==> src/hdl/one_shot_timer_bank_assert.svh <==
// ----------------------------------------------------------------------------
// One-shot timer bank assertion macros
// Concurrent assertion wrappers for the timer bank. Defining ASSERT_OFF
// turns every use into an empty statement.
// ----------------------------------------------------------------------------
`ifndef ONE_SHOT_TIMER_BANK_ASSERT_SVH
`define ONE_SHOT_TIMER_BANK_ASSERT_SVH

`ifndef ASSERT_OFF

// A property checked at every rising edge outside of reset.
`define OSTB_ASSERT(label, clk, rst, prop, msg) \
  label: assert property (@(posedge clk) disable iff (rst) (prop)) \
    else $error(msg);

// An overlapping implication checked at every rising edge outside of reset.
`define OSTB_ASSERT_IMPL(label, clk, rst, ante, cons, msg) \
  label: assert property (@(posedge clk) disable iff (rst) (ante) |-> (cons)) \
    else $error(msg);

`else

`define OSTB_ASSERT(label, clk, rst, prop, msg)

`define OSTB_ASSERT_IMPL(label, clk, rst, ante, cons, msg)

`endif

`endif

==> src/hdl/ostb_pkg.sv <==
// ----------------------------------------------------------------------------
// One-shot timer bank package
// Field widths, operation codes, result kinds and the stored timer word.
// ----------------------------------------------------------------------------
package ostb_pkg;

  // Default number of channels in each bank.
  localparam int TIMER_COUNT_DEF = 5;

  // Field widths.
  localparam int OP_W    = 3;
  localparam int CH_W    = 4;
  localparam int PART_W  = 8;
  localparam int TAG_W   = 8;
  localparam int COUNT_W = 16;

  // Period scaling: one count is a tenth of a second.
  localparam int unsigned MINUTE_TICKS = 600;
  localparam int unsigned SECOND_TICKS = 10;

  // Operation codes.
  localparam logic [OP_W-1:0] OP_CREATE = 3'd0;
  localparam logic [OP_W-1:0] OP_DELETE = 3'd1;
  localparam logic [OP_W-1:0] OP_SET    = 3'd2;
  localparam logic [OP_W-1:0] OP_START  = 3'd3;
  localparam logic [OP_W-1:0] OP_STOP   = 3'd4;
  localparam logic [OP_W-1:0] OP_RESET  = 3'd5;
  localparam logic [OP_W-1:0] OP_TICK   = 3'd6;

  // Result kinds.
  localparam logic KIND_CREATE = 1'b0;
  localparam logic KIND_EXPIRY = 1'b1;

  // One entry of the timer memory.
  typedef struct packed {
    logic [COUNT_W-1:0] count;
    logic [COUNT_W-1:0] reload;
    logic [TAG_W-1:0]   tag;
  } timer_word_t;

endpackage

==> src/hdl/ostb_period.sv <==
// ----------------------------------------------------------------------------
// Timer period converter
// Turns minutes, seconds and tenths into a count of tenths, modulo 2^16.
// ----------------------------------------------------------------------------
module ostb_period (
  input  logic [ostb_pkg::PART_W-1:0]  minutes,
  input  logic [ostb_pkg::PART_W-1:0]  seconds,
  input  logic [ostb_pkg::PART_W-1:0]  tenths,
  output logic [ostb_pkg::COUNT_W-1:0] period
);
  import ostb_pkg::*;

  localparam int MIN_W = PART_W + 10;
  localparam int SEC_W = PART_W + 4;

  logic [MIN_W-1:0] min_part;
  logic [SEC_W-1:0] sec_part;
  logic [MIN_W-1:0] total;

  // Scale each part, then add; the upper bits fall away in the final cut.
  assign min_part = MIN_W'(minutes) * MIN_W'(MINUTE_TICKS);
  assign sec_part = SEC_W'(seconds) * SEC_W'(SECOND_TICKS);
  assign total    = min_part + MIN_W'(sec_part) + MIN_W'(tenths);
  assign period   = total[COUNT_W-1:0];

endmodule

==> src/hdl/one_shot_timer_bank.sv <==
// ----------------------------------------------------------------------------
// One-shot timer bank
// Two banks of one-shot countdown timers kept in a single timer memory.
// ----------------------------------------------------------------------------
// Usage: a command beat is taken at a rising edge with start high and busy
// low. Each command names an operation, a bank and, where it matters, a
// channel, the period parts or a tag. Results leave on the result ports,
// one beat per strobe cycle; the receiver cannot hold them off.
// Create, delete, set, start, stop and reset pass from the accept edge
// through a read state (S_RD) that fetches the channel's memory word and a
// write state (S_WR) that updates the word or the channel's flags, then return to
// idle for the next accept. The create answer is strobed in the cycle after
// the write. Tick walks the named bank one channel at a time, a read state
// (S_TRD) then a write state (S_TWR) per channel on the memory's read and write
// ports, and ends in the closing state S_TEND. Each expiry beat is held until
// the next expiry of the same tick or the closing state, so that the last one
// can be flagged; the final beat is strobed in the cycle after the closing state.
// Reset clears every enable, every claim and the written marks of the timer
// memory, so all channels read as free with zero counts, reloads and tags.
// ----------------------------------------------------------------------------
`include "one_shot_timer_bank_assert.svh"

module one_shot_timer_bank #(
  parameter int TIMER_COUNT = ostb_pkg::TIMER_COUNT_DEF
) (
  input  logic                         clk,
  input  logic                         rst,
  input  logic                         start,
  output logic                         busy,
  input  logic [ostb_pkg::OP_W-1:0]    opcode,
  input  logic                         bank,
  input  logic [ostb_pkg::CH_W-1:0]    channel,
  input  logic [ostb_pkg::PART_W-1:0]  minutes,
  input  logic [ostb_pkg::PART_W-1:0]  seconds,
  input  logic [ostb_pkg::PART_W-1:0]  tenths,
  input  logic [ostb_pkg::TAG_W-1:0]   tag,
  output logic                         strobe,
  output logic                         kind,
  output logic                         out_bank,
  output logic [ostb_pkg::CH_W-1:0]    out_channel,
  output logic                         ok,
  output logic [ostb_pkg::TAG_W-1:0]   out_tag,
  output logic                         last
);
  import ostb_pkg::*;

  localparam int SLOTS  = 2 * TIMER_COUNT;
  localparam int AW     = (SLOTS > 1) ? $clog2(SLOTS) : 1;
  localparam int SUM_W  = CH_W + 1;

  typedef enum logic [5:0] {
    S_IDLE = 6'b000001,
    S_RD   = 6'b000010,
    S_WR   = 6'b000100,
    S_TRD  = 6'b001000,
    S_TWR  = 6'b010000,
    S_TEND = 6'b100000
  } state_t;

  state_t state, state_next;

  // Latched command.
  logic [OP_W-1:0]    op_q;
  logic               bank_q;
  logic [CH_W-1:0]    ch_q;
  logic [PART_W-1:0]  min_q, sec_q, tenth_q;
  logic [TAG_W-1:0]   tag_q;
  logic [COUNT_W-1:0] period_calc, period_q;

  // Per-channel flags in flip-flops.
  logic [SLOTS-1:0] enabled;
  logic [SLOTS-1:0] claimed;
  logic [SLOTS-1:0] written;

  // Timer memory and its read port.
  timer_word_t      mem [SLOTS];
  timer_word_t      rd_word;
  logic             rd_live;
  timer_word_t      cur_word;

  // Tick scan and the held-back expiry beat.
  logic [CH_W-1:0]  scan_ch;
  logic             pend_v;
  logic [CH_W-1:0]  pend_ch;
  logic [TAG_W-1:0] pend_tag;
  logic             pend_load;

  // Access control.
  logic [TIMER_COUNT-1:0] bank_claimed;
  logic                   free_found;
  logic [CH_W-1:0]        free_ch;
  logic [CH_W-1:0]        op_ch;
  logic [CH_W-1:0]        acc_ch;
  logic [SUM_W-1:0]       slot_sum;
  logic [AW-1:0]          mem_addr;
  logic                   ch_ok;
  logic                   scan_last;
  logic                   tick_hit;
  logic                   tick_expire;
  logic                   accept;

  // Write enables and result beat.
  logic             mem_we;
  timer_word_t      mem_wdata;
  logic             en_we, en_val;
  logic             cl_we, cl_val;
  logic             res_fire;
  logic             res_kind;
  logic [CH_W-1:0]  res_ch;
  logic             res_ok;
  logic [TAG_W-1:0] res_tag;
  logic             res_last;

  assign busy   = (state != S_IDLE);
  assign accept = start && !busy;

  ostb_period u_period (
    .minutes (min_q),
    .seconds (sec_q),
    .tenths  (tenth_q),
    .period  (period_calc)
  );

  // Lowest free channel of the addressed bank.
  assign bank_claimed = bank_q ? claimed[SLOTS-1 -: TIMER_COUNT] : claimed[TIMER_COUNT-1:0];

  always_comb begin
    free_found = 1'b0;
    free_ch    = '0;
    for (int i = TIMER_COUNT - 1; i >= 0; i--) begin
      if (!bank_claimed[i]) begin
        free_found = 1'b1;
        free_ch    = CH_W'(i);
      end
    end
  end

  // Memory address: the scanned channel during a tick, the lowest free one for a create, else the command's.
  assign op_ch     = (op_q == OP_CREATE) ? free_ch : ch_q;
  assign acc_ch    = (state == S_TRD || state == S_TWR) ? scan_ch : op_ch;
  assign slot_sum  = SUM_W'(acc_ch) + (bank_q ? SUM_W'(TIMER_COUNT) : SUM_W'(0));
  assign mem_addr  = slot_sum[AW-1:0];
  assign ch_ok     = (SUM_W'(ch_q) < SUM_W'(TIMER_COUNT));
  assign scan_last = (scan_ch == CH_W'(TIMER_COUNT - 1));

  // Entries never written read as the reset value.
  assign cur_word    = rd_live ? rd_word : timer_word_t'('0);
  assign tick_hit    = enabled[mem_addr] && claimed[mem_addr] && (cur_word.count != '0);
  assign tick_expire = tick_hit && (cur_word.count == COUNT_W'(1));

  // Sequencer and the modify step of each operation.
  always_comb begin
    state_next = state;
    mem_we     = 1'b0;
    mem_wdata  = cur_word;
    en_we      = 1'b0;
    en_val     = 1'b0;
    cl_we      = 1'b0;
    cl_val     = 1'b0;
    pend_load  = 1'b0;
    res_fire   = 1'b0;
    res_kind   = KIND_CREATE;
    res_ch     = '0;
    res_ok     = 1'b0;
    res_tag    = '0;
    res_last   = 1'b0;
    case (state)
      S_IDLE: begin
        if (start) begin
          state_next = (opcode == OP_TICK) ? S_TRD : S_RD;
        end
      end
      S_RD: begin
        state_next = S_WR;
      end
      S_WR: begin
        state_next = S_IDLE;
        case (op_q)
          OP_CREATE: begin
            res_fire = 1'b1;
            res_last = 1'b1;
            res_ok   = free_found;
            res_ch   = free_found ? free_ch : '0;
            if (free_found) begin
              mem_we        = 1'b1;
              mem_wdata.tag = tag_q;
              cl_we         = 1'b1;
              cl_val        = 1'b1;
            end
          end
          OP_DELETE: begin
            cl_we  = ch_ok;
            cl_val = 1'b0;
          end
          OP_SET: begin
            mem_we           = ch_ok;
            mem_wdata.count  = period_q;
            mem_wdata.reload = period_q;
          end
          OP_START: begin
            en_we  = ch_ok;
            en_val = 1'b1;
          end
          OP_STOP: begin
            en_we  = ch_ok;
            en_val = 1'b0;
          end
          OP_RESET: begin
            mem_we          = ch_ok;
            mem_wdata.count = cur_word.reload;
            en_we           = ch_ok;
            en_val          = 1'b1;
          end
          default: begin
          end
        endcase
      end
      S_TRD: begin
        state_next = S_TWR;
      end
      S_TWR: begin
        state_next = scan_last ? S_TEND : S_TRD;
        if (tick_hit) begin
          mem_we          = 1'b1;
          mem_wdata.count = cur_word.count - COUNT_W'(1);
        end
        if (tick_expire) begin
          en_we     = 1'b1;
          en_val    = 1'b0;
          pend_load = 1'b1;
          // A newer expiry releases the held one as a middle beat.
          res_fire  = pend_v;
          res_kind  = KIND_EXPIRY;
          res_ch    = pend_ch;
          res_tag   = pend_tag;
        end
      end
      S_TEND: begin
        state_next = S_IDLE;
        res_fire   = pend_v;
        res_kind   = KIND_EXPIRY;
        res_ch     = pend_ch;
        res_tag    = pend_tag;
        res_last   = 1'b1;
      end
      default: begin
        state_next = S_IDLE;
      end
    endcase
  end

  // State, scan counter and held-beat valid.
  always_ff @(posedge clk) begin
    if (rst) begin
      state   <= S_IDLE;
      scan_ch <= '0;
      pend_v  <= 1'b0;
    end else begin
      state <= state_next;
      if (accept) begin
        scan_ch <= '0;
        pend_v  <= 1'b0;
      end else if (state == S_TWR && !scan_last) begin
        scan_ch <= scan_ch + CH_W'(1);
      end
      if (pend_load) begin
        pend_v <= 1'b1;
      end
    end
  end

  // Command latch, period and held-beat payload.
  always_ff @(posedge clk) begin
    if (accept) begin
      op_q    <= opcode;
      bank_q  <= bank;
      ch_q    <= channel;
      min_q   <= minutes;
      sec_q   <= seconds;
      tenth_q <= tenths;
      tag_q   <= tag;
    end
    if (state == S_RD) begin
      period_q <= period_calc;
    end
    if (pend_load) begin
      pend_ch  <= scan_ch;
      pend_tag <= cur_word.tag;
    end
  end

  // Enable, claim and written flags.
  always_ff @(posedge clk) begin
    if (rst) begin
      enabled <= '0;
      claimed <= '0;
      written <= '0;
    end else begin
      if (en_we) begin
        enabled[mem_addr] <= en_val;
      end
      if (cl_we) begin
        claimed[mem_addr] <= cl_val;
      end
      if (mem_we) begin
        written[mem_addr] <= 1'b1;
      end
    end
  end

  // Timer memory: one registered read, one write.
  always_ff @(posedge clk) begin
    if (state == S_RD || state == S_TRD) begin
      rd_word <= mem[mem_addr];
      rd_live <= written[mem_addr];
    end
    if (mem_we) begin
      mem[mem_addr] <= mem_wdata;
    end
  end

  // Result beat register.
  always_ff @(posedge clk) begin
    if (rst) begin
      strobe <= 1'b0;
    end else begin
      strobe <= res_fire;
    end
    if (res_fire) begin
      kind        <= res_kind;
      out_bank    <= bank_q;
      out_channel <= res_ch;
      ok          <= res_ok;
      out_tag     <= res_tag;
      last        <= res_last;
    end
  end

  // Checks on sequencing and result beats.
  `OSTB_ASSERT_IMPL(a_create_single, clk, rst, strobe && kind == KIND_CREATE, last,
                    "create answer must be the last beat")
  `OSTB_ASSERT_IMPL(a_more_while_busy, clk, rst, strobe && !last, busy,
                    "block went idle with result beats still owed")
  `OSTB_ASSERT_IMPL(a_alloc_in_range, clk, rst, strobe && kind == KIND_CREATE && ok,
                    SUM_W'(out_channel) < SUM_W'(TIMER_COUNT),
                    "allocated channel out of range")
  `OSTB_ASSERT(a_create_answer, clk, rst,
               accept && opcode == OP_CREATE |=> ##2 (strobe && kind == KIND_CREATE),
               "create answer missing")

endmodule
==> config.mk <==
export PLATFORM = sky130hd
export DESIGN_NAME = one_shot_timer_bank
export DESIGN_NICKNAME = d
export VERILOG_FILES = /design/src/hdl/ostb_pkg.sv /design/src/hdl/ostb_period.sv /design/src/hdl/one_shot_timer_bank.sv
export VERILOG_INCLUDE_DIRS = /design/src /design/src/hdl
export SDC_FILE = /design/constraint.sdc
export NUM_CORES = 1
export LEC_CHECK = 0
export BUFFER_PORTS_ARGS = -buffer_cell sky130_fd_sc_hd__buf_2
export CELL_PAD_IN_SITES_DETAIL_PLACEMENT = 0
export CELL_PAD_IN_SITES_GLOBAL_PLACEMENT = 1
export CORE_MARGIN = 1
export CORE_UTILIZATION = 48
export DETAILED_ROUTE_END_ITERATION = 16
export PLACE_DENSITY_LB_ADDON = 0.1
export SETUP_SLACK_MARGIN = 0.2
export SKIP_CTS_REPAIR_TIMING = 1
export SLEW_MARGIN = 20
export SYNTH_ARGS = -nofsm -noshare
export SYNTH_HDL_FRONTEND = slang
export SYNTH_SLANG_ARGS = --single-unit
==> constraint.sdc <==
create_clock -name clk -period 7 [get_ports clk]
set_clock_uncertainty 0.15 [all_clocks]
set_input_delay 0.35 -clock clk [delete_from_list [all_inputs] [get_ports clk]]
set_output_delay 0.35 -clock clk [all_outputs]
set_load 0.01 [all_outputs]
## Word level (Yosys, flattened, before mapping)

Memories as Yosys holds them, arrays and structs flattened. A register that Yosys moved wholly into a read port is not among the register bits.
Index checks and enable logic that the tools add are counted.
Widths: inputs -> output; s select.

- Eq/ne operators: 16
- Multiplexer cells: 65
- Order comparisons: 3
- Multipliers: 2
- Add/subtract/negate cells: 5
- Reductions and logical operators: 18
- Bitwise logic cells: 1

Operator list:

| cell | number |
|---|---|
| $pmux 16 s2 | 2 |
| $mux 4 | 10 |
| $mux 40 | 1 |
| $mux 16 | 2 |
| $mux 1 | 25 |
| $mux 24 | 1 |
| $mux 8 | 3 |
| $pmux 6 s4 | 1 |
| $bwmux 10 | 2 |
| $add 16x12->16 | 1 |
| $add 16x8->16 | 1 |
| $eq 16x1->1 const B | 1 |
| $pmux 8 s2 | 1 |
| $reduce_bool 16->1 | 1 |
| $sub 16x1->16 const B | 1 |
| $mul 8x7->13 const B | 1 |
| $bmux 1 s4 | 3 |
| $mux 6 | 2 |
| $pmux 1 s2 | 6 |
| $pmux 4 s3 | 1 |
| $mul 8x3->11 const B | 1 |
| $or 10x10->10 | 1 |
| $eq 3x3->1 const B | 3 |
| $eq 3x2->1 const B | 2 |
| other kinds (27) | 37 |

- Logic and storage cells: 135
- Register bits: 127
- Memory bits (writable): 400
- Output and inout port bits: 18
- Memories: 1

Memories:

| memory | words | bits a word | read ports | clocked after memory_dff | write ports | RTL line | text |
|---|---|---|---|---|---|---|---|
| mem | 10 | 40 | 1 | 1 | 1 | one_shot_timer_bank.sv:76 | `timer_word_t mem [SLOTS];` |

## Longest topological paths before layout

Gate-level depths: netlist of run 1.

- Depth in word-level cells: 17
- Depth in mapped cells: 19

## By module

A second synthesis of run 1 with hierarchy kept.

- Cell total of the unflattened synthesis: 1658
- Area, all modules: 24527.3 sq um

Modules (own cells, without submodules):

| module | times used | cells each | area an instance (sq um) |
|---|---|---|---|
| one_shot_timer_bank | 1 | 1432 | 22549.1 |
| ostb_period | 1 | 226 | 1978.1 |

## Worst setup path after synthesis of run 1

OpenSTA, ideal clock, no wires.

- Path type: reg-to-reg
- Start: register op_q[1]
- End: memory mem[5][0] in the netlist's numbering (enable)
- Setup time: 487 ps
- Required time: 6363 ps
- Arrival: 6037 ps
- Period minus slack after synthesis: 6674 ps
- Cell stages (with the launch flop): 15
- Path buffers: 3
- Slack: 326 ps
- Cell sequence: edfxtp_1 > or3_4 > a2111oi_2 > nor2_1 > a21oi_1 > ha_1 > clkbuf_1 > clkbuf_1 > nor2_1 > nand2_1 > mux2_4 > buf_6 > nor2_2 > a21boi_0 > nor3_1

- Longest elaborated chain between the ends: 12

RTL lines:

| element | RTL line | text |
|---|---|---|
| from (decl) | one_shot_timer_bank.sv:63 | `logic [OP_W-1:0] op_q;` |
| from (signal assigned) | one_shot_timer_bank.sv:275 | `op_q <= opcode;` |
| $logic_not 3->1 | one_shot_timer_bank.sv:139, one_shot_timer_bank.sv:178 |  |
| $mux 4 | one_shot_timer_bank.sv:139 | `assign op_ch = (op_q == OP_CREATE) ? free_ch : ch_q;` |
| $mux 4 | one_shot_timer_bank.sv:140 | `assign acc_ch = (state == S_TRD \|\| state == S_TWR) ? scan_ch : op_ch;` |
| $add 4x3->4 | one_shot_timer_bank.sv:141 | `assign slot_sum = SUM_W'(acc_ch) + (bank_q ? SUM_W'(TIMER_COUNT) : SUM_W'(0));` |
| $bmux 1 s4 | one_shot_timer_bank.sv:148 | `assign tick_hit = enabled[mem_addr] && claimed[mem_addr] && (cur_word.count != '0);` |
| $mux 1 (implied by the code) | one_shot_timer_bank.sv:148 |  |
| $logic_and 1x1->1 (2 in a row) | one_shot_timer_bank.sv:148 |  |
| $mux 1 | one_shot_timer_bank.sv:223 | `if (tick_hit) begin` |
| $pmux 1 s2 | one_shot_timer_bank.sv:167 | `case (state)` |
| $mux 1 | one_shot_timer_bank.sv:317 | `if (mem_we) begin` |
| $mux 1 (implied by the code) | one_shot_timer_bank.sv:318 | `mem[mem_addr] <= mem_wdata;` |
| to (decl) | one_shot_timer_bank.sv:76 |  |

Parallel ways exist; a longest one is shown, timed or not. The select of a mux whose other input is x is not followed.

## Worst setup path in the final report of run 1

- Start: register op_q[1]
- End: memory mem[2][15] in the netlist's numbering (enable)

Same word-level chain as after synthesis.

==> key figures, run 1 <==
Yosys
  – Synthesized area: 0.0246 mm^2
  – Most frequent cells after synthesis: 525 x edfxtp_1, 148 x nand2_1, 72 x mux4_2
  – Seq/Total Area, Yosys: 67.4%
  – Synth Instances: 1616
  – Number of synthesized flops with an enable pin: ~530
  – Post-synth ARST share: 0%
  – Area contributors post-synth: edfxtp_1 64%, mux4_2 6.6%, ha_1 3.6%
  – Syn nets: ~1700
  – FF+latch count, synth: between 500 and 600
  – Most frequent cell after synthesis: edfxtp_1
  – Ys flop type: edfxtp_1
  – Cell accounting for the most synthesized area: edfxtp_1
  – Synth top area share: around 64%
  – Count of different cell masters after synthesis: 75
  – YS warnings: 0
  – Syn Area/Cell: ~15 um^2

Floorplan
  – Row cnt: 82
  – Chip width: 229 um
  – # IOs: 61
  – Die height: between 200 and 250 um
  – Initial core utilization: 48.9%
  – Die area: about 0.052 mm^2
  – Placeable Area: 0.0504 mm^2

Timing
  – Final Max Slew Viols: 0
  – Final setup vio count: 0
  – RSZ-0062 raised after global routing: false
  – Fin crit share: between 80% and 90%
  – Post-route setup slack: 1.22 ns
  – Setup TNS: 0 ns
  – Fmax: 173 MHz
  – Slew HR: 25.0%
  – Worst-margin pin slew: 1.11 ns
  – Worst hold slack: 0.175 ns
  – Final hold vios: 0
  – Period minus WS final: about 5.8 ns

Run status
  – Status: finished clean

Place
  – Port bufs: 60
  – Placed cells: between 2000 and 2500
  – RePlAce Congestion: slightly below 0.9
  – Placed cell area: ~0.026 mm^2
  – Hpwl dp: 34900 um
  – Pre-CTS worst setup slack: roughly 1.2 ns

Setup path
  – Slowest stage cell, crit path: and2_2
  – Crit Path Max Fanout: 47
  – Required @ worst endpoint: 7.14 ns
  – Max incr delay on CP: about 0.73 ns
  – WP buf/inv: 1
  – Startpoint types: flop
  – WP data arrival: roughly 5.9 ns
  – Worst-path cell chain: or3_4, a2111oi_2, nor2_1, a21oi_1, ha_4, nand3_1, o211ai_1, and3_1, a31oi_1, mux2_4, o31ai_4, and2_2, buf_4
  – Kind of critical path: reg -> reg
  – Critical Path Sink Type: flop
  – Family with the most delay on the worst path: simple AND/OR/NAND/NOR gates

Global routing
  – Grt ovf: 0
  – Initial antenna violation count: 0
  – Largest net degree at the start of global routing: about 110
  – First-pass GRT wire length: 86200 um
  – Vias in the first global route: 13900
  – GRT Overall Usage: a little over a fifth

Routing
  – Routed len/inst: 23.3 um
  – 1st-iter DRT viols: 1130
  – Via density: 5.81
  – Post-DRT Antenna Nets: 0
  – Vias post-DR: 14200
  – Final wirelength: 56800 um
  – Pre-antenna DRT Iters: 5
  – Post-route DRC: 0

Final layout
  – FILL cells: 4012
  – Multi-input gate area: between 0.007 and 0.008 mm^2
  – Final #Nets: 1849
  – Fin area: approximately 0.028 mm^2
  – Area growth syn-to-layout: 13.7%
  – Ant. Diodes: 0
  – Fin cells: 2440
  – Register Area: 0.0166 mm^2
  – Layout cell share with drive strength beyond 1: about 17%

CTS
  – CTS tree: built
  – Inserted Clock Buffers: 58
  – Clk Latency, worst-skew pair: 0.63 ns
  – Sink Count: 567
  – H-Tree Depth: 2
  – Max clock buf depth: 3
  – Clk root buf: clkbuf_16
  – Reg clk slew, reported paths: 0.06 ns

Pwr
  – Pwr/cell area: slightly above 300 mW/mm^2
  – Peak VDD IR: roughly 350 uV
  – Leak pwr: between 9 and 10 nW

Job
  – Max-Cap Viols: 0

Hold path
  – HP Class: in -> reg
-- worst register-to-register path, cell delays in order (launching register included) --
cell       delay, ns
edfxtp_1        0.58
or3_4           0.50
a2111oi_2       0.52
nor2_1          0.10
a21oi_1         0.24
ha_4            0.60
nand3_1         0.15
o211ai_1        0.14
and3_1          0.19
a31oi_1         0.06
mux2_4          0.40
o31ai_4         0.64
and2_2          0.73
buf_4           0.47
-- final timing paths --
check	slack, ns	depth (start not counted)	endpoint	startpoint
worst max-delay path	1.22	13	mem[2][15]	op_q[1]
worst min-delay path	0.17	2	strobe	rst
worst max register to register	1.22	13	mem[2][15]	op_q[1]
worst min register to register	0.28	0	period_q[0]	tenth_q[0]
-- flip-flops by register name, summed over array words and instances (netlist names), 6 cells and up --
name / count
enabled: 10
min_q: 8
out_tag: 8
state: 6
tag_q: 8
written: 10
tenth_q: 8
mem: 400
pend_tag: 8
sec_q: 8
period_q: 16
claimed: 10
rd_word: 40
-- cell usage in the layout (no fill, tap or decap), types with 6 or more instances in the layout --
master and count:
buf_2 60, dfxtp_1 42, o211ai_1 29, clkinv_1 11, a31oi_1 35, o21bai_1 6, o21ai_1 9, a211oi_1 42
o21ai_0 29, a22o_1 19, and3_1 8, a221o_1 11, ha_1 69, buf_4 29, nand3_1 23, a21oi_1 56
nor2_1 51, edfxtp_1 525, and2_2 7, clkinv_2 14, clkbuf_1 11, xor2_1 12, mux4_2 72, mux2_2 18
nand2_1 147, nand3b_1 7, nor4_1 6, a22oi_1 16, mux2i_1 16, clkbuf_16 58, a21o_1 6, nor2b_1 37
xnor2_1 23, inv_1 59, nor3_1 30, dlygate4sd3_1 41, fa_1 14, and2_1 23
-- cell type report --
type | instances | area share [%]
Sequential cell | 567 | 59.3
Multi-Input combinational cell | 902 | 27.0
Clock buffer | 69 | 5.33
Timing Repair Buffer | 132 | 3.46
Tap cell | 672 | 3.00
Clock inverter | 38 | 1.12
Inverter | 60 | 0.804
-- routing by layer --
metal / up-vias / global-route usage, % / share of wire (%)
li1: 6493 / - / -
met1: 7199 / 32.2 / 46
met2: 399 / 34.1 / 46
met3: 93 / 3.04 / 5.3
met4: 0 / 6.10 / 2.4
met5: - / 0 / 0
-- cell families (layout without fill, tap and decap cells) --
logic type	count (synthesis)	after routing	share of synthesized area (%)
xor gates and xnor gates	38	38	1.38
DFF	567	567	67.4
adders and majority gates	85	85	4.75
muxes	107	107	8.12
AOI/OAI and AO/OA	298	298	8.55
buffers and inverters	147	299	2.32
and+or+nand+nor	374	374	7.45
-- metrics by stage --
stage,util (%),total power (W)
6_report,55.6,0.00867
5_1_grt,55.6,0.00908
4_1_cts,54.8,0.00874
3_5_place_dp,51.2,0.00580
3_3_place_gp,51.2,0.00578
2_1_floorplan,-,0.00532
-- power by group --
part / leakage [nW] / total (W) / internal (W) / switching (W)
sequential: 5.11 / 0.00386 / 0.00382 / 0.0000433
combinational: 3.52 / 0.00186 / 0.000794 / 0.00107
clock: 0.883 / 0.00294 / 0.00164 / 0.00130
total: 9.51 / 0.00867 / 0.00625 / 0.00242
Power figures use the tool's default switching activity.
==> run 2: changes to the inputs <==
--- a/config.mk
+++ b/config.mk
@@ -6,11 +6,12 @@
 export SDC_FILE = /design/constraint.sdc
 export NUM_CORES = 1
 export LEC_CHECK = 0
+export ABC_AREA = 1
 export BUFFER_PORTS_ARGS = -buffer_cell sky130_fd_sc_hd__buf_2
 export CELL_PAD_IN_SITES_DETAIL_PLACEMENT = 0
 export CELL_PAD_IN_SITES_GLOBAL_PLACEMENT = 1
 export CORE_MARGIN = 1
-export CORE_UTILIZATION = 48
+export CORE_UTILIZATION = 47
 export DETAILED_ROUTE_END_ITERATION = 16
 export PLACE_DENSITY_LB_ADDON = 0.1
 export SETUP_SLACK_MARGIN = 0.2
==> constraint.sdc (replaced) <==
create_clock -name clk -period 4.7 [get_ports clk]
set_clock_uncertainty 0.15 [all_clocks]
set_input_delay 0.235 -clock clk [delete_from_list [all_inputs] [get_ports clk]]
set_output_delay 0.235 -clock clk [all_outputs]
set_load 0.01 [all_outputs]
==> key figures, run 2 <==
Setup path
  – Crit Path Max Fanout: 5 (-89%)
  – Kind of critical path: reg -> reg
  – Startpoint types: flop
  – FF-to-FF Start: min_q[6]
  – Critical Path Sink Type: flop
  – FF-to-FF End: period_q[14]
  – Crit-path most repeated cell: ha_1
  – Worst Reg-to-Reg Cells: 18 (+5)
  – Worst-path cell chain: ha_1, ha_1, inv_2, fa_1, fa_1, inv_2, ha_4, a21oi_4, o21ai_2, xor2_1, ha_1, ha_4, nand2_4, buf_4, o2111ai_4, a21oi_2, nor2_1, xnor2_1
  – Max incr delay on CP: 0.50 ns (-0.23 ns)
  – Worst R2R Setup Slack: 0.31 ns (-0.91 ns)
  – WP data arrival: 4.59 ns (-1.33 ns)
  – Required @ worst endpoint: 4.90 ns (-2.24 ns)
  – Slowest stage cell, crit path: fa_1

Routing
  – Via density: 5.64 (-3.0%)
  – Post-DRT Antenna Nets: 0 (unchanged)
  – Post-route DRC: 0 (unchanged)
  – Routed len/inst: 23.0 um (-1.2%)
  – Vias post-DR: 16000 (+13%)
  – 1st-iter DRT viols: 1210 (+7.1%)
  – Pre-antenna DRT Iters: 5 (unchanged)
  – Final wirelength: 65300 um (+15%)

Pwr
  – Leak pwr: 10.5 nW (+10%)
  – Pwr/cell area: 477 mW/mm^2 (+54%)
  – Peak VDD IR: 360 uV (+1.8%)
  – Tot Pwr: 0.0136 W (+57%)

Global routing
  – Initial antenna violation count: 0 (unchanged)
  – First-pass GRT wire length: 94700 um (+9.9%)
  – GRT Overall Usage: 24.0% (+2.2 points)
  – Vias in the first global route: 15400 (+11%)
  – Largest net degree at the start of global routing: 57 (-48%)
  – Grt ovf: 0 (unchanged)

Floorplan
  – Die area: 0.0528 mm^2 (+1.2%)
  – Row cnt: 83 (+1.2%)
  – Initial core utilization: 47.6% (-1.3 points)
  – Chip width: 230 um (+0.59%)
  – Placeable Area: 0.0513 mm^2 (+1.8%)
  – # IOs: 61 (unchanged)
  – Die height: 230 um (+0.59%)

Yosys
  – Syn Area/Cell: 12.5 um^2 (-18%)
  – Count of different cell masters after synthesis: 54 (-28%)
  – Synthesized area: 0.0244 mm^2 (-0.92%)
  – Syn nets: 2079 (+19%)
  – Most frequent cells after synthesis: 525 x edfxtp_1, 366 x nand2_1, 152 x inv_1
  – YS warnings: 0 (unchanged)
  – Synth top area share: 64.6% (+0.59 points)
  – Cell accounting for the most synthesized area: edfxtp_1
  – Area contributors post-synth: edfxtp_1 65%, nand2_1 5.6%, ha_1 3.6%
  – Ys flop type: edfxtp_1
  – Post-synth ARST share: 0% (unchanged)
  – Seq/Total Area, Yosys: 68.1% (+0.63 points)
  – Number of synthesized flops with an enable pin: 525 (unchanged)
  – FF+latch count, synth: 567 (unchanged)
  – Most frequent cell after synthesis: edfxtp_1
  – Synth Instances: 1951 (+21%)

Timing
  – Fin crit share: 93.4% (+11 points)
  – Post-route setup slack: 0.309 ns (-0.911 ns)
  – Period minus WS final: 4.39 ns (-1.39 ns)
  – Final setup vio count: 0 (unchanged)
  – Final Max Slew Viols: 0 (unchanged)
  – Fmax: 228 MHz (+32%)
  – Final hold vios: 0 (unchanged)
  – Setup TNS: 0 ns (unchanged)
  – Worst-margin pin slew: 1.12 ns (+0.00495 ns)
  – RSZ-0062 raised after global routing: true
  – Slew HR: 24.7% (-0.33 points)

Final layout
  – Layout cell share with drive strength beyond 1: 15.7% (-1.4 points)
  – Multi-input gate area: 0.00706 mm^2 (-6.7%)
  – Final #Nets: 2240 (+21%)
  – Regs by FF count: mem (400), rd_word (40), period_q (16)
  – Register Area: 0.0166 mm^2 (unchanged)
  – Fin cells: 2840 (+16%)
  – Ant. Diodes: 0 (unchanged)
  – FILL cells: 4308 (+7.4%)
  – Most frequent cells in the layout: 525 x edfxtp_1, 360 x nand2_1, 138 x inv_1
  – Biggest register: mem
  – Commonest non-fill, non-tap cell in the layout: edfxtp_1
  – Area growth syn-to-layout: 16.9%
  – Number of flip-flops in the largest register: 400 (unchanged)

CTS
  – Sink Count: 567 (unchanged)
  – Max clock buf depth: 3 (unchanged)
  – CTS tree: built
  – Clk root buf: clkbuf_16
  – Reg clk slew, reported paths: 0.06 ns (about the same)
  – H-Tree Depth: 2 (unchanged)
  – Clk Latency, worst-skew pair: 0.63 ns (about the same)
  – Inserted Clock Buffers: 59 (+1.7%)

Place
  – RePlAce Congestion: 0.889 (+2.5%)
  – Hpwl dp: 37700 um (+8.0%)
  – Pre-CTS worst setup slack: -0.00347 ns (-1.23 ns)
  – Port bufs: 60 (unchanged)
  – Placed cells: 2670 (+16%)

Job
  – Max-Cap Viols: 0 (unchanged)

Hold path
  – Hold EP: state[4]
  – Hold path start: rst
  – HP Class: in -> reg
  – WHS Path Cells: 2 (unchanged)

Run status
  – Status: finished clean
-- run 2: layout make-up --
class	count	area share, %
flip-flops and latches	567	58.2
multi-input cells	1142	24.7
repair buffers	179	5.63
clock buffers	75	5.38
well taps	680	2.98
inverters	163	2.18
clock inverters	34	0.886
-- run 2: worst max-delay path by stage --
stage                   from      endpoint  cells after the start
floorplan           min_q[4]  period_q[14]                     19
global placement    min_q[3]  period_q[15]                     20
detailed placement  min_q[3]  period_q[15]                     20
CTS                 min_q[3]  period_q[15]                     20
global route        min_q[5]  period_q[15]                     20
finish              min_q[6]  period_q[14]                     18
-- run 2: through the flow --
step	cell area (um^2)	hold slack (ns)	util [%]
after floorplan	24400	0.184	-
after global placement	25800	0.261	50.3
after detailed placement	25800	0.263	50.3
after CTS	27600	-0.396	53.8
after global routing	28500	0.0432	55.6
final	28500	0.0166	55.6
-- run 2: critical path: cells and delay by family, from the launching register on --
| kind | cells | cell delay (ns) |
|---|---|---|
| buf+inv | 3 | 0.22 |
| fa+ha+maj | 7 | 2.43 |
| flops | 1 | 0.42 |
| xor+xnor | 2 | 0.22 |
| compound gates | 4 | 0.52 |
| simple gates | 2 | 0.16 |
-- run 2: cells by family (layout without fill, tap and decap cells) --
kind of cell | count (synthesis) | after routing | share of synthesized area [%]
AOI/OAI and AO/OA | 405 | 405 | 11.2
and+or+nand+nor | 616 | 616 | 10.8
xor gates and xnor gates | 36 | 36 | 1.32
DFF | 567 | 567 | 68.1
buffers and inverters | 242 | 451 | 3.83
adders and majority gates | 85 | 85 | 4.79
-- run 2: power breakdown --
group | total (W) | switching (W) | internal, W
Clock | 0.00438 | 0.00192 | 0.00247
Sequential | 0.00574 | 0.0000431 | 0.00570
Combinational | 0.00350 | 0.00214 | 0.00136
-- run 2: metal layers --
layer	wire length, um	global-route usage, %	vias up
met4	1420	5.84	0
met3	3920	3.48	83
met5	0	0	-
met2	31500	39.5	448
li1	-	-	7411
met1	28500	33.7	8069
==> run 3: changes to the inputs <==
--- a/config.mk
+++ b/config.mk
@@ -6,12 +6,11 @@
 export SDC_FILE = /design/constraint.sdc
 export NUM_CORES = 1
 export LEC_CHECK = 0
-export ABC_AREA = 1
 export BUFFER_PORTS_ARGS = -buffer_cell sky130_fd_sc_hd__buf_2
 export CELL_PAD_IN_SITES_DETAIL_PLACEMENT = 0
 export CELL_PAD_IN_SITES_GLOBAL_PLACEMENT = 1
 export CORE_MARGIN = 1
-export CORE_UTILIZATION = 47
+export CORE_UTILIZATION = 48
 export DETAILED_ROUTE_END_ITERATION = 16
 export PLACE_DENSITY_LB_ADDON = 0.1
 export SETUP_SLACK_MARGIN = 0.2
==> key figures, run 3 (synthesis gave the netlist of run 1 again) <==
CTS
  – Clk root buf: clkbuf_16
  – H-Tree Depth: 2 (unchanged)
  – Sink Count: 567 (unchanged)
  – CTS tree: built
  – Clk Latency, worst-skew pair: 0.64 ns (about the same)
  – Max clock buf depth: 3 (unchanged)
  – Reg clk slew, reported paths: 0.07 ns (about the same)
  – Inserted Clock Buffers: 59 (unchanged)

Setup path
  – Crit Path Max Fanout: 5 (unchanged)
  – Required @ worst endpoint: 4.92 ns (+0.02 ns)
  – Worst R2R Setup Slack: 0.36 ns (+0.05 ns)
  – FF-to-FF End: period_q[13]
  – Critical Path Sink Type: flop
  – Kind of critical path: reg -> reg
  – FF-to-FF Start: min_q[4]
  – Startpoint types: flop
  – Worst Reg-to-Reg Cells: 16 (-2)
  – WP data arrival: 4.56 ns (-0.03 ns)

Hold path
  – Hold path start: rst
  – Hold EP: written[0]
  – WHS Path Cells: 2 (unchanged)
  – HP Class: in -> reg

Place
  – RePlAce Congestion: 0.833 (-6.3%)
  – Hpwl dp: 34000 um (-9.8%)
  – Port bufs: 60 (unchanged)

Routing
  – Vias post-DR: 14400 (-10%)
  – Post-route DRC: 0 (unchanged)
  – Final wirelength: 57200 um (-13%)
  – Routed len/inst: 22.8 um (-0.69%)
  – Post-DRT Antenna Nets: 0 (unchanged)
  – Via density: 5.75 (+2.0%)
  – Pre-antenna DRT Iters: 5 (unchanged)
  – 1st-iter DRT viols: 1173 (-3.1%)

Pwr
  – Peak VDD IR: 334 uV (-7.4%)
  – Pwr/cell area: 469 mW/mm^2 (-1.7%)
  – Leak pwr: 9.96 nW (-4.8%)

Global routing
  – Vias in the first global route: 14000 (-8.7%)
  – GRT Overall Usage: 22.0% (-2.0 points)
  – Largest net degree at the start of global routing: 91 (+60%)
  – First-pass GRT wire length: 86400 um (-8.7%)
  – Grt ovf: 0 (unchanged)
  – Initial antenna violation count: 0 (unchanged)

Final layout
  – Biggest register: mem
  – Final core utilization: 57.5% (+1.9 points)
  – Layout cell share with drive strength beyond 1: 20.8% (+5.1 points)
  – Final #Nets: 1908 (-15%)
  – Regs by FF count: mem (400), rd_word (40), period_q (16)
  – Area growth syn-to-layout: 17.6%
  – Number of flip-flops in the largest register: 400 (unchanged)
  – Most frequent cells in the layout: 525 x edfxtp_1, 147 x nand2_1, 76 x buf_4
  – Ant. Diodes: 0 (unchanged)
  – Commonest non-fill, non-tap cell in the layout: edfxtp_1

Floorplan
  – Placeable Area: 0.0504 mm^2 (-1.8%)
  – Chip width: 229 um (-0.58%)
  – # IOs: 61 (unchanged)
  – Die area: 0.0522 mm^2 (-1.2%)
  – Row cnt: 82 (-1.2%)
  – Die height: 229 um (-0.58%)
  – Initial core utilization: 48.9% (+1.3 points)

Timing
  – Setup TNS: 0 ns (unchanged)
  – Final setup vio count: 0 (unchanged)
  – Final Max Slew Viols: 0 (unchanged)
  – Fmax: 230 MHz (+1.2%)
  – Fin crit share: 92.3% (-1.1 points)
  – Slew HR: 26.8% (+2.1 points)
  – Final hold vios: 0 (unchanged)
  – Worst-margin pin slew: 1.10 ns (-0.0193 ns)
  – RSZ-0062 raised after global routing: false
  – Period minus WS final: 4.34 ns (-0.0522 ns)

Job
  – Max-Cap Viols: 0 (unchanged)

Run status
  – Status: finished clean
run 3: cell types whose count changed in the layout (fill, tap and decap cells not counted), sizes merged, moves of 30 or more:
cell    change
nand3      -55
a31oi      +30
mux4       +72
nor2       -54
nand2     -234
a22oi      -56
o21ai      -46
a21oi      -38
nor2b      +37
and2       +30
a211oi     +41
inv       -102
run 3: worst max path at each step:
stage	from	endpoint	slack [ns]	cells after the start
finish	min_q[4]	period_q[13]	0.36	16
global route	min_q[3]	period_q[15]	0.19	16
CTS	bank_q	mem[0][37]	0.04	13
detailed placement	bank_q	mem[7][37]	0.02	13
global placement	min_q[4]	period_q[15]	0.14	17
floorplan	bank_q	mem[5][0]	0.05	15
run 3: where the power goes:
part	internal [W]	switching [W]	leakage, nW	total, W
clock network	0.00276	0.00197	0.960	0.00474
registers	0.00568	0.0000524	5.11	0.00574
logic	0.00145	0.00167	3.89	0.00312
run 3: layer usage:
metal	wire [um]	global-route usage, %	vias up
met4	1450	6.56	0
met2	26100	33.7	398
met5	0	0	-
met1	26400	32.3	7280
li1	-	-	6613
met3	3230	3.85	93
run 3: layout make-up:
class | count | area [um^2]
Fill cell | 4024 | 21400
Sequential cell | 567 | 16600
Multi-Input combinational cell | 902 | 7780
Timing Repair Buffer | 190 | 1540
Clock buffer | 74 | 1530
Tap cell | 672 | 841
Clock inverter | 37 | 442
Inverter | 60 | 225
run 3: worst max-delay path, stage by stage (launching register included):
cell,delay (ns)
edfxtp_1,0.39
ha_1,0.31
ha_1,0.27
inv_1,0.05
fa_1,0.47
fa_1,0.52
inv_1,0.06
ha_4,0.25
xor2_1,0.14
ha_1,0.33
ha_4,0.24
nand3_1,0.08
nand2_1,0.05
a41o_1,0.23
nor4_2,0.29
nor3_2,0.08
xor2_1,0.16
run 3: per-stage QoR:
stage / hold WS, ns / std cells / power [W] / setup WS (ns) / instance area [um^2]
3_5_place_dp: 0.263 / 2337 / 0.00864 / 0.0225 / 26300
2_1_floorplan: 0.184 / 1616 / 0.00794 / 0.0548 / 24700
4_1_cts: -0.428 / 2448 / 0.0134 / 0.0372 / 28300
5_1_grt: 0.0200 / 2502 / 0.0143 / 0.191 / 29000
6_report: 0.00887 / 2502 / 0.0136 / 0.361 / 29000
3_3_place_gp: 0.261 / 2337 / 0.00864 / 0.136 / 26300
